<file path="src/hw/rtl/urcb_pkg.sv">
package urcb_pkg;

    // default sizes
    localparam int TEXT_DEPTH_DEF    = 64;
    localparam int HISTORY_DEPTH_DEF = 64;

    // operation codes
    localparam logic [2:0] OP_TYPE   = 3'd0;
    localparam logic [2:0] OP_DELETE = 3'd1;
    localparam logic [2:0] OP_UNDO   = 3'd2;
    localparam logic [2:0] OP_REDO   = 3'd3;
    localparam logic [2:0] OP_SHOW   = 3'd4;

    // status codes
    localparam logic [2:0] ST_OK        = 3'd0;
    localparam logic [2:0] ST_NO_DELETE = 3'd1;
    localparam logic [2:0] ST_NO_UNDO   = 3'd2;
    localparam logic [2:0] ST_NO_REDO   = 3'd3;
    localparam logic [2:0] ST_FULL      = 3'd4;

    // history entry kind bit values
    localparam logic KIND_INSERT = 1'b0;
    localparam logic KIND_DELETE = 1'b1;

    typedef struct packed {
        logic [2:0] func;
        logic [7:0] char_in;
    } req_t;

    typedef struct packed {
        logic [2:0] status;
        logic [7:0] out_char;
        logic       char_valid;
        logic       last;
        logic [6:0] text_length;
    } res_t;

    typedef enum logic [1:0] {
        ST_IDLE,
        ST_EXEC,
        ST_STREAM
    } ctrl_state_t;

    // controller to datapath
    typedef struct packed {
        logic accept;
        logic exec_fire;
        logic show_fire;
    } ctl_cmd_t;

    // datapath to controller
    typedef struct packed {
        logic out_free;
        logic show_last;
    } ctl_sts_t;

endpackage

</file>
<file path="src/hw/rtl/urcb_ctrl.sv">
module urcb_ctrl (
    input  logic                aclk,
    input  logic                aresetn,
    input  logic                s_valid,
    input  logic [2:0]          s_func,
    output logic                s_ready,
    output urcb_pkg::ctl_cmd_t  cmd,
    input  urcb_pkg::ctl_sts_t  sts
);
    import urcb_pkg::*;

    ctrl_state_t state_reg;
    ctrl_state_t state_next;

    // state register
    always_ff @(posedge aclk) begin
        if (!aresetn) begin
            state_reg <= ST_IDLE;
        end else begin
            state_reg <= state_next;
        end
    end

    // next state
    always_comb begin
        state_next = state_reg;
        unique case (state_reg)
            ST_IDLE: begin
                if (s_valid) begin
                    unique case (s_func) inside
                        OP_TYPE, OP_DELETE, OP_UNDO, OP_REDO: state_next = ST_EXEC;
                        OP_SHOW: state_next = ST_STREAM;
                        default: state_next = ST_IDLE;
                    endcase
                end
            end
            ST_EXEC: begin
                if (sts.out_free) begin
                    state_next = ST_IDLE;
                end
            end
            ST_STREAM: begin
                if (sts.out_free && sts.show_last) begin
                    state_next = ST_IDLE;
                end
            end
            default: state_next = ST_IDLE;
        endcase
    end

    // outputs
    always_comb begin
        s_ready       = 1'b0;
        cmd           = '0;
        unique case (state_reg)
            ST_IDLE: begin
                s_ready    = 1'b1;
                cmd.accept = s_valid;
            end
            ST_EXEC: begin
                cmd.exec_fire = sts.out_free;
            end
            ST_STREAM: begin
                cmd.show_fire = sts.out_free;
            end
            default: begin
                s_ready = 1'b0;
            end
        endcase
    end

endmodule

</file>
<file path="src/hw/rtl/urcb_dpath.sv">
module urcb_dpath #(
    parameter int TEXT_DEPTH    = urcb_pkg::TEXT_DEPTH_DEF,
    parameter int HISTORY_DEPTH = urcb_pkg::HISTORY_DEPTH_DEF
) (
    input  logic                aclk,
    input  logic                aresetn,
    input  urcb_pkg::req_t      s_payload,
    input  urcb_pkg::ctl_cmd_t  cmd,
    output urcb_pkg::ctl_sts_t  sts,
    output logic                m_valid,
    input  logic                m_ready,
    output urcb_pkg::res_t      m_payload
);
    import urcb_pkg::*;

    localparam int TCW = $clog2(TEXT_DEPTH + 1);
    localparam int TAW = (TEXT_DEPTH > 1) ? $clog2(TEXT_DEPTH) : 1;
    localparam int HCW = $clog2(HISTORY_DEPTH + 1);
    localparam int HAW = (HISTORY_DEPTH > 1) ? $clog2(HISTORY_DEPTH) : 1;
    localparam int HSW = HCW + 1;

    // memories
    logic [7:0] text_mem [TEXT_DEPTH];
    logic [8:0] hist_mem [HISTORY_DEPTH];

    // control state
    logic [TCW-1:0] text_count_reg, text_count_next;
    logic [HCW-1:0] undo_count_reg, undo_count_next;
    logic [HCW-1:0] redo_count_reg, redo_count_next;
    logic [HAW-1:0] hist_base_reg, hist_base_next;
    logic           m_valid_reg;

    // payload registers
    logic [2:0]     op_reg;
    logic [7:0]     char_reg;
    logic [TCW-1:0] show_idx_reg;
    logic [7:0]     text_rdata_reg;
    logic [8:0]     hist_rdata_reg;
    res_t           res_reg;

    // memory access signals
    logic           text_we;
    logic [TAW-1:0] text_waddr;
    logic [7:0]     text_wdata;
    logic [TAW-1:0] text_raddr;
    logic           hist_we;
    logic [HAW-1:0] hist_waddr;
    logic [8:0]     hist_wdata;
    logic [HAW-1:0] hist_raddr;

    logic   text_full;
    logic   text_empty;
    logic   show_at_end;
    res_t   exec_res;
    res_t   show_res;

    // ring slot: base plus offset, wrapped once
    function automatic logic [HAW-1:0] hist_slot(input logic [HAW-1:0] base,
                                                 input logic [HCW-1:0] offset);
        logic [HSW-1:0] sum;
        sum = HSW'(base) + HSW'(offset);
        if (sum >= HSW'(HISTORY_DEPTH)) begin
            sum = sum - HSW'(HISTORY_DEPTH);
        end
        return HAW'(sum);
    endfunction

    // text address; an index outside the store maps to address zero
    function automatic logic [TAW-1:0] text_addr(input logic [TCW-1:0] idx);
        logic [TAW-1:0] a;
        a = '0;
        if (idx < TCW'(TEXT_DEPTH)) begin
            a = TAW'(idx);
        end
        return a;
    endfunction

    assign text_full   = (text_count_reg == TCW'(TEXT_DEPTH));
    assign text_empty  = (text_count_reg == '0);
    assign show_at_end = (show_idx_reg + TCW'(1) == text_count_reg);

    assign sts.out_free  = !m_valid_reg || m_ready;
    assign sts.show_last = text_empty || show_at_end;

    // read addresses
    always_comb begin
        text_raddr = '0;
        hist_raddr = '0;
        if (cmd.accept) begin
            if (s_payload.func == OP_DELETE) begin
                text_raddr = text_addr(text_count_reg - TCW'(1));
            end
            if (s_payload.func == OP_UNDO) begin
                hist_raddr = hist_slot(hist_base_reg, undo_count_reg - HCW'(1));
            end else begin
                hist_raddr = hist_slot(hist_base_reg, undo_count_reg);
            end
        end else begin
            text_raddr = text_addr(show_idx_reg + TCW'(1));
        end
    end

    // edit operation
    always_comb begin
        text_count_next = text_count_reg;
        undo_count_next = undo_count_reg;
        redo_count_next = redo_count_reg;
        hist_base_next  = hist_base_reg;
        text_we         = 1'b0;
        text_waddr      = text_addr(text_count_reg);
        text_wdata      = char_reg;
        hist_we         = 1'b0;
        hist_waddr      = hist_slot(hist_base_reg, undo_count_reg);
        hist_wdata      = {KIND_INSERT, char_reg};
        exec_res        = '0;
        exec_res.last   = 1'b1;
        exec_res.status = ST_OK;

        case (op_reg)
            OP_TYPE: begin
                if (text_full) begin
                    exec_res.status = ST_FULL;
                end else begin
                    text_we             = 1'b1;
                    text_count_next     = text_count_reg + TCW'(1);
                    hist_we             = 1'b1;
                    hist_wdata          = {KIND_INSERT, char_reg};
                    exec_res.out_char   = char_reg;
                    exec_res.char_valid = 1'b1;
                end
            end
            OP_DELETE: begin
                if (text_empty) begin
                    exec_res.status = ST_NO_DELETE;
                end else begin
                    text_count_next     = text_count_reg - TCW'(1);
                    hist_we             = 1'b1;
                    hist_wdata          = {KIND_DELETE, text_rdata_reg};
                    exec_res.out_char   = text_rdata_reg;
                    exec_res.char_valid = 1'b1;
                end
            end
            OP_UNDO: begin
                if (undo_count_reg == '0) begin
                    exec_res.status = ST_NO_UNDO;
                end else begin
                    undo_count_next = undo_count_reg - HCW'(1);
                    if (hist_rdata_reg[8] == KIND_DELETE) begin
                        if (!text_full) begin
                            text_we         = 1'b1;
                            text_wdata      = hist_rdata_reg[7:0];
                            text_count_next = text_count_reg + TCW'(1);
                        end
                    end else if (!text_empty) begin
                        text_count_next = text_count_reg - TCW'(1);
                    end
                    if (redo_count_reg != HCW'(HISTORY_DEPTH)) begin
                        redo_count_next = redo_count_reg + HCW'(1);
                    end
                    exec_res.out_char   = hist_rdata_reg[7:0];
                    exec_res.char_valid = 1'b1;
                end
            end
            OP_REDO: begin
                if (redo_count_reg == '0) begin
                    exec_res.status = ST_NO_REDO;
                end else begin
                    if (hist_rdata_reg[8] == KIND_DELETE) begin
                        if (!text_empty) begin
                            text_count_next = text_count_reg - TCW'(1);
                        end
                    end else if (!text_full) begin
                        text_we         = 1'b1;
                        text_wdata      = hist_rdata_reg[7:0];
                        text_count_next = text_count_reg + TCW'(1);
                    end
                    undo_count_next     = undo_count_reg + HCW'(1);
                    redo_count_next     = redo_count_reg - HCW'(1);
                    exec_res.out_char   = hist_rdata_reg[7:0];
                    exec_res.char_valid = 1'b1;
                end
            end
            default: begin
                exec_res.status = ST_OK;
            end
        endcase

        // recording an action: full history drops the oldest entry
        if (hist_we) begin
            redo_count_next = '0;
            if (undo_count_reg == HCW'(HISTORY_DEPTH)) begin
                if (hist_base_reg == HAW'(HISTORY_DEPTH - 1)) begin
                    hist_base_next = '0;
                end else begin
                    hist_base_next = hist_base_reg + HAW'(1);
                end
            end else begin
                undo_count_next = undo_count_reg + HCW'(1);
            end
        end

        exec_res.text_length = 7'(text_count_next);
    end

    // text streaming result
    always_comb begin
        show_res             = '0;
        show_res.status      = ST_OK;
        show_res.text_length = 7'(text_count_reg);
        if (text_empty) begin
            show_res.last = 1'b1;
        end else begin
            show_res.out_char   = text_rdata_reg;
            show_res.char_valid = 1'b1;
            show_res.last       = show_at_end;
        end
    end

    // control registers
    always_ff @(posedge aclk) begin
        if (!aresetn) begin
            text_count_reg <= '0;
            undo_count_reg <= '0;
            redo_count_reg <= '0;
            hist_base_reg  <= '0;
            m_valid_reg    <= 1'b0;
        end else begin
            if (cmd.exec_fire) begin
                text_count_reg <= text_count_next;
                undo_count_reg <= undo_count_next;
                redo_count_reg <= redo_count_next;
                hist_base_reg  <= hist_base_next;
            end
            if (cmd.exec_fire || cmd.show_fire) begin
                m_valid_reg <= 1'b1;
            end else if (m_ready) begin
                m_valid_reg <= 1'b0;
            end
        end
    end

    // transaction capture, stream index and result register
    always_ff @(posedge aclk) begin
        if (cmd.accept) begin
            op_reg       <= s_payload.func;
            char_reg     <= s_payload.char_in;
            show_idx_reg <= '0;
        end else if (cmd.show_fire) begin
            show_idx_reg <= show_idx_reg + TCW'(1);
        end
        if (cmd.exec_fire) begin
            res_reg <= exec_res;
        end else if (cmd.show_fire) begin
            res_reg <= show_res;
        end
    end

    // text store
    always_ff @(posedge aclk) begin
        if (cmd.exec_fire && text_we) begin
            text_mem[text_waddr] <= text_wdata;
        end
        if (cmd.accept || cmd.show_fire) begin
            text_rdata_reg <= text_mem[text_raddr];
        end
    end

    // history store
    always_ff @(posedge aclk) begin
        if (cmd.exec_fire && hist_we) begin
            hist_mem[hist_waddr] <= hist_wdata;
        end
        if (cmd.accept) begin
            hist_rdata_reg <= hist_mem[hist_raddr];
        end
    end

    assign m_valid   = m_valid_reg;
    assign m_payload = res_reg;

`ifndef SYNTHESIS
    a_text_bound: assert property (@(posedge aclk) disable iff (!aresetn)
        text_count_reg <= TCW'(TEXT_DEPTH))
        else $error("text count beyond buffer depth");

    a_hist_bound: assert property (@(posedge aclk) disable iff (!aresetn)
        (HSW'(undo_count_reg) + HSW'(redo_count_reg)) <= HSW'(HISTORY_DEPTH))
        else $error("undo plus redo history beyond history depth");

    a_base_bound: assert property (@(posedge aclk) disable iff (!aresetn)
        HSW'(hist_base_reg) < HSW'(HISTORY_DEPTH))
        else $error("history base outside ring");

    a_no_char_zero: assert property (@(posedge aclk) disable iff (!aresetn)
        (m_valid_reg && !res_reg.char_valid) |-> (res_reg.out_char == '0))
        else $error("character not zero on a result without character");

    a_count_frozen: assert property (@(posedge aclk) disable iff (!aresetn)
        (!cmd.exec_fire) |=> $stable(text_count_reg))
        else $error("text count changed outside an edit");
`endif

endmodule

</file>
<file path="src/hw/rtl/undo_redo_char_buffer_core.sv">
// Character buffer with undo and redo. Type (func 0) appends char_in, delete (1)
// removes the last character, undo (2) reverses the newest recorded edit and redo
// (3) reapplies the newest undone one; each answers one transaction with a status
// and text_length after the edit. A new type or delete clears the redo history,
// a full history drops its oldest entry, and typing into a full buffer returns
// status full. Show (4) streams the buffer, one transaction per character with
// last on the final one, or a single empty transaction when the buffer is empty;
// func 5 to 7 is taken and answers nothing. An edit first reads the stores into
// registers, then writes them and registers its result; show reads the text one
// character at a time through the single read port of the text store, reading
// each one ahead of its result. One transaction is in work at a time; the next
// is taken while a result waits, and a result that waits holds back the next one.
// No clearing pass after reset: the block is ready at once.
module undo_redo_char_buffer_core #(
    parameter int TEXT_DEPTH    = urcb_pkg::TEXT_DEPTH_DEF,
    parameter int HISTORY_DEPTH = urcb_pkg::HISTORY_DEPTH_DEF
) (
    input  logic            aclk,
    input  logic            aresetn,
    input  logic            s_valid,
    output logic            s_ready,
    input  urcb_pkg::req_t  s_payload,
    output logic            m_valid,
    input  logic            m_ready,
    output urcb_pkg::res_t  m_payload
);
    import urcb_pkg::*;

    ctl_cmd_t cmd;
    ctl_sts_t sts;

    // sequencer
    urcb_ctrl u_ctrl (
        .aclk    (aclk),
        .aresetn (aresetn),
        .s_valid (s_valid),
        .s_func  (s_payload.func),
        .s_ready (s_ready),
        .cmd     (cmd),
        .sts     (sts)
    );

    // stores, counters and result register
    urcb_dpath #(
        .TEXT_DEPTH    (TEXT_DEPTH),
        .HISTORY_DEPTH (HISTORY_DEPTH)
    ) u_dpath (
        .aclk      (aclk),
        .aresetn   (aresetn),
        .s_payload (s_payload),
        .cmd       (cmd),
        .sts       (sts),
        .m_valid   (m_valid),
        .m_ready   (m_ready),
        .m_payload (m_payload)
    );

endmodule

</file>
<file path="config.mk">
export PLATFORM = sky130hd
export DESIGN_NAME = undo_redo_char_buffer_core
export DESIGN_NICKNAME = d
export VERILOG_FILES = /design/src/hw/rtl/urcb_pkg.sv /design/src/hw/rtl/urcb_ctrl.sv /design/src/hw/rtl/urcb_dpath.sv /design/src/hw/rtl/undo_redo_char_buffer_core.sv
export SDC_FILE = /design/constraint.sdc
export NUM_CORES = 2
export LEC_CHECK = 0
export BUFFER_PORTS_ARGS = -buffer_cell sky130_fd_sc_hd__buf_2
export CAP_MARGIN = 20
export CORE_AREA = 2 2 408 410
export CTS_CLUSTER_SIZE = 12
export DETAILED_ROUTE_END_ITERATION = 10
export DIE_AREA = 0 0 410 412
export PLACE_DENSITY = 0.52
export SETUP_SLACK_MARGIN = 0.2
export SLEW_MARGIN = 20
export SYNTH_ARGS = -nofsm -noshare
export SYNTH_HDL_FRONTEND = slang
export SYNTH_SLANG_ARGS = --single-unit
</file>
<file path="constraint.sdc">
create_clock -name aclk -period 8.2 [get_ports aclk]
set_input_delay 2.46 -clock aclk [delete_from_list [all_inputs] [get_ports aclk]]
set_output_delay 2.46 -clock aclk [all_outputs]
set_load 0.1 [all_outputs]
</file>
==> Word level (Yosys, flattened, before mapping) <==
Memories as Yosys holds them, arrays and structs flattened. A register that Yosys moved wholly into a read port is not among the register bits.
Cells that the tools add are included.
{ "classes": {"magnitude_cmp": 5, "mux": 71, "n_eq_ne": 20, "addsub": 12, "reduce_logical": 21} }
{ "ops": {"columns": ["operator", "count"], "rows": [
  ["two-way mux 7 bit", 14],
  ["two-way mux 6 bit", 10],
  ["two-way mux 9 bit", 6],
  ["two-way mux 20 bit", 2],
  ["two-way mux 8 bit", 5],
  ["case mux 9 bit (4 select lines)", 1],
  ["adder 7 x 1 -> 7 bit, second input constant", 4],
  ["case mux 7 bit (2 select lines)", 2],
  ["case mux 7 bit (4 select lines)", 1],
  ["logical NOT 7 bit", 3],
  ["less-than comparator 7 bit, second input constant", 3],
  ["subtractor 7 x 1 -> 7 bit, second input constant", 3],
  ["two-way mux 1 bit", 18],
  ["adder 6 x 7 -> 8 bit", 2],
  [">= comparator 8 x 7 -> 1 bit, second input constant", 2],
  ["case mux 8 bit (2 select lines)", 1],
  ["== test 7 bit, second input constant", 2],
  ["== test 3 x 2 -> 1 bit, second input constant", 4],
  ["case mux 3 bit (4 select lines)", 1],
  ["subtractor 6 x 1 -> 6 bit, second input constant", 2],
  ["two-way mux 2 bit", 5],
  ["== test 7 bit", 1],
  ["inequality test 7 bit, second input constant", 1],
  ["adder 6 x 1 -> 6 bit, second input constant", 1],
  ["24 further kinds", 35]
]} }
{ "totals": {"regBits": 68, "out_inout_bits": 22, "memories": 2, "mem_bits_rw": 1088, "in_bits": 15} }
{ "mem_list": {"columns": ["memory", "words", "word_bits", "read_ports", "rd_clocked_by_memory_dff", "write_ports", "line", "rtl"], "rows": [
  ["u_dpath.hist_mem", 64, 9, 1, 1, 1, "urcb_dpath.sv:24", "logic [8:0] hist_mem [HISTORY_DEPTH];"],
  ["u_dpath.text_mem", 64, 8, 1, 1, 1, "urcb_dpath.sv:23", "logic [7:0] text_mem [TEXT_DEPTH];"]
]} }

==> Longest topological paths before layout <==
{ "logic_depth": {"depth_word": 8, "mapped_depth": 16, "depth_no_buf": 13} }

==> Cells and area by module <==
From an unflattened synthesis, not the netlist that was laid out.
{ "unflattened": {"hier_cells": 2960, "hier_area_um2": 48211.2} }
{ "modules_own_cells": {"columns": ["mod", "cells_per_inst", "area_each_um2", "instances"], "rows": [
  ["urcb_dpath", 2946, 48088.6, 1],
  ["urcb_ctrl", 14, 122.6, 1]
]} }

==> Worst setup path after synthesis <==
OpenSTA, ideal clock, no wires.
{ "synth_timing": {"kind": "input -> register", "from": "input s_valid", "to": "register u_dpath.hist_rdata_reg[7] (read register of u_dpath.hist_mem), data pin", "required_ns": 7.914, "path_slack_ns": 3.049, "cell_stages": 11, "setup_ns": 0.286, "n_path_buf": 5, "arrival_time_ns": 4.866, "cell_sequence": "or3b_1 buf_6 inv_6 clkbuf_1 buf_2 nand3_1 o31ai_1 buf_2 buf_1 mux2i_1 mux2i_1"} }
{ "synth_rtl": {"columns": ["item", "line", "rtl"], "rows": [
  ["start: declaration", "undo_redo_char_buffer_core.sv:20", "input logic s_valid,"],
  ["end: declaration", "urcb_dpath.sv:38", "logic [8:0] hist_rdata_reg;"]
]} }

==> Final worst setup path <==
{ "layout_timing": {"from": "input m_ready", "to": "memory u_dpath.text_mem[7][1] (enable)"} }
{ "layout_between": {"elab_chain_cells": 5} }
{ "layout_rtl": {"columns": ["item", "line", "rtl"], "rows": [
  ["start: declaration", "undo_redo_char_buffer_core.sv:24", "input logic m_ready,"],
  ["logical OR 1 bit", "urcb_dpath.sv:82", "assign sts.out_free = !m_valid_reg || m_ready;"],
  ["two-way mux 1 bit", "urcb_ctrl.sv:55", "unique case (state_reg)"],
  ["logical AND 1 bit", "urcb_dpath.sv:260", "if (cmd.exec_fire && text_we) begin"],
  ["two-way mux 1 bit", "urcb_dpath.sv:260", null],
  ["two-way mux 1 bit (not written as such)", "urcb_dpath.sv:261", "text_mem[text_waddr] <= text_wdata;"],
  ["end: declaration", "urcb_dpath.sv:23", null]
]} }
Every way passes these cells.

==> reports/metrics.yaml <==
outcome:
  outcome: "finished clean"
power_and_ir_drop:
  p_total_mw: 12.3
  power_leakage_nw: 17.8
  peakVddDrop_uv: 182
  pwr_density_cell_nw_per_um2: 222
worst_setup_path:
  crit_chain: "buf_2, nand2b_1, nand3b_1, nor2_1, o21ai_1, nor3_1, nand2_1, nor2_1"
  reg2reg_depth: 12
  crit_path_end_kind: "register"
  r2r_setup_slack_ns: 3.29
  critPathSlowestCell: "nor2_1"
  crit_fanout: 15
  cp-start-kind: "input port"
  cp.arrival_ns: 6.13
  crit-reg2reg-capture: "u_dpath.text_rdata_reg[4]"
  crit_buf_inv: 1
  critical_path_required_ns: 8.55
  crit_top_cell: "nor2_1"
  max_stage_delay_ns: 1.04
  r2r-start: "u_dpath.text_count_reg[0]"
  crit_type: "input port to register"
  path_delay_family: "simple AND/OR/NAND/NOR gates"
timing:
  setup_tns_ns: 0
  rsz0062_at_grt: "no"
  min_period_ns: 5.78
  worstMarginPinSlew_ns: 1.11
  layout_worst_path_cycle_share_pct: 70.5
  setup_ws_ns: 2.42
  setup_violations: 0
  hold_ws_ns: 0.494
  relSlewSlack_pct: 25.7
  fmax_mhz: 173
  finalClockSkew_ns: 0.0379
  drv_slew: 0
  hold_viol: 0
placed_design:
  dp_hpwl_mm: 83.1
  dpl.cell_count: 5699
  gp_congestion: 0.837
  port_buffers: 36
  place_area_um2: 51800
  dpl_worst_slack_ns: 1.73
grt:
  grt_pass1_wl_mm: 203
  grtUsageMet1_pct: 23.3
  antenna_found_initial: 5
  grt_pass1_vias: 29500
  grt.busiest_layer: "met2"
  use_met2_pct: 24.8
  grt_start_max_net_pins: 81
  grt_use_total_pct: 16.0
  overflow: 0
  gr-usage-met3_pct: 2.17
route:
  drt-wirelength-per-cell_um: 23.6
  dr.pass1.iters: 8
  drc: 0
  wl_mm: 139
  drtIter0Drc: 3130
  vias_per_cell: 5.23
  num_vias: 30800
  ant_nets: 0
logic_synthesis:
  netlist.top_cell.by_area: "edfxtp_1"
  netlist_instances: 3649
  yosys.area.top_type_share_pct: 69.4
  ys.flop_type: "edfxtp_1"
  synth-edff-count: 1135
  synth_nets: 3688
  ys_ff_latch: 1173
  syn_area_per_cell_um2: 13.5
  synth_common_cells: "1,135 x edfxtp_1, 531 x nand2_1, 333 x a211oi_1"
  synthDistinctLibCells: 79
  yosysMostFrequentCell: "edfxtp_1"
  syn-cell-area_um2: 49100
  ys_async_sr_fraction_pct: 0
  yosysSeqAreaShare_pct: 70.9
  ys_warn_count: 0
  synth_area_leaders: "edfxtp_1 69%, a211oi_1 5.1%, nand2_1 4.1%"
layout:
  regMostFlops: "u_dpath.hist_mem"
  area_growth_pct: 12.6
  multi_input_area_um2: 13200
  final-seq-area_um2: 34800
  fillers: 16000
  nets: 3668
  utilization_pct: 33.7
  fin_cells: 5890
  drive_gt1_share_pct: 8.57
  post-route-cell-area_um2: 55300
  largest_reg_flops: 576
cts:
  cts_hold_buffers: 0
  htreeDepth: 3
  cts_setup_buffers: 0
  cts_buffers: 116
  cts_max_path_buffers: 3
  ctsResizeCount: 0
  cts_tree: "done"
  clk_latency_ns: 0.74
  clock_sinks: 1173
  cts_root_buf: "clkbuf_16"
  path_clk_slew_ns: 0.06
hold_path:
  hold-path-cell-count: 2
  whs_endpoint: "u_dpath.redo_count_reg[3]"
  holdCritPathClass: "register to register"
  holdCritStartpoint: "u_dpath.redo_count_reg[3]"
die:
  start_util_pct: 29.9
  die_h_um: 412
  pin_count: 37
  design.core.area_um2: 164000
  fp.dieW_um: 410
  die_area_um2: 169000
  floorplan.rows: 149
run:
  max_cap_violations: 0
-- cell usage in the layout (no fill, tap or decap), types with 16 or more instances in the layout --
cell and n:
edfxtp_1 1135, nand2_1 527, a211oi_1 333, and3_1 260, nor2_1 184, a21oi_1 175, a31oi_1 138, clkbuf_16 116
mux2i_1 87, buf_4 74, a311oi_1 52, nor3_1 50, o21ai_0 48, dfxtp_1 38, buf_2 36, clkbuf_1 34
xnor2_1 29, nand3_1 25, inv_1 24, o22ai_1 22, ha_1 21, mux2_2 17, a211o_1 17, clkinv_1 16
-- final cells by class --
| class | instances | area share, % |
|---|---|---|
| Clock buffer | 154 | 5.58 |
| Timing Repair Buffer | 123 | 1.81 |
| Inverter | 26 | 0.185 |
| Clock inverter | 35 | 0.667 |
| Antenna cell | 1 | 0.00452 |
| Multi-Input combinational cell | 2189 | 23.8 |
| Sequential cell | 1173 | 63.0 |
| Tap cell | 2189 | 4.95 |
-- worst max path at each step --
stage,startpoint,endpoint,cells after the start
3_3_place_gp,s_valid,u_dpath.text_rdata_reg[7],12
2_1_floorplan,s_valid,u_dpath.hist_rdata_reg[7],11
3_5_place_dp,m_ready,u_dpath.text_mem[7][4],8
6_report,m_ready,u_dpath.text_mem[7][1],8
4_1_cts,m_ready,u_dpath.text_mem[7][1],8
5_1_grt,m_ready,u_dpath.text_mem[7][1],8
-- cell families (layout without fill, tap and decap cells) --
kind of cell | after synthesis | after routing | synth area share [%]
xor+xnor | 42 | 42 | 0.777
flops | 1173 | 1173 | 70.9
other cells | 0 | 1 | 0
buf+inv | 287 | 338 | 2.41
simple gates | 1136 | 1136 | 10.7
compound gates | 882 | 882 | 12.3
mux | 105 | 105 | 2.19
fa+ha+maj | 24 | 24 | 0.657
-- worst register-to-register path, stage by stage, from the launching register on --
cell and delay [ns]:
dfxtp_1 0.64, inv_1 0.13, ha_1 0.30, nor4b_2 0.20
a21oi_1 0.33, or4_4 0.67, and2_4 0.89, buf_12 0.33
mux2i_1 0.31, a211oi_1 0.10, a21oi_1 0.28, a21oi_1 0.23
a211o_1 0.31
-- where the power goes --
group	switching [mW]	internal, mW
clock network	2.25	2.75
logic	0.471	0.164
registers	0.0248	6.60
-- metal layers --
metal | wire [um] | up-vias
met5 | 0 | -
met3 | 8270 | 191
li1 | - | 14100
met2 | 62900 | 1017
met4 | 3480 | 0
met1 | 64300 | 15500
Power figures use the tool's default switching activity.
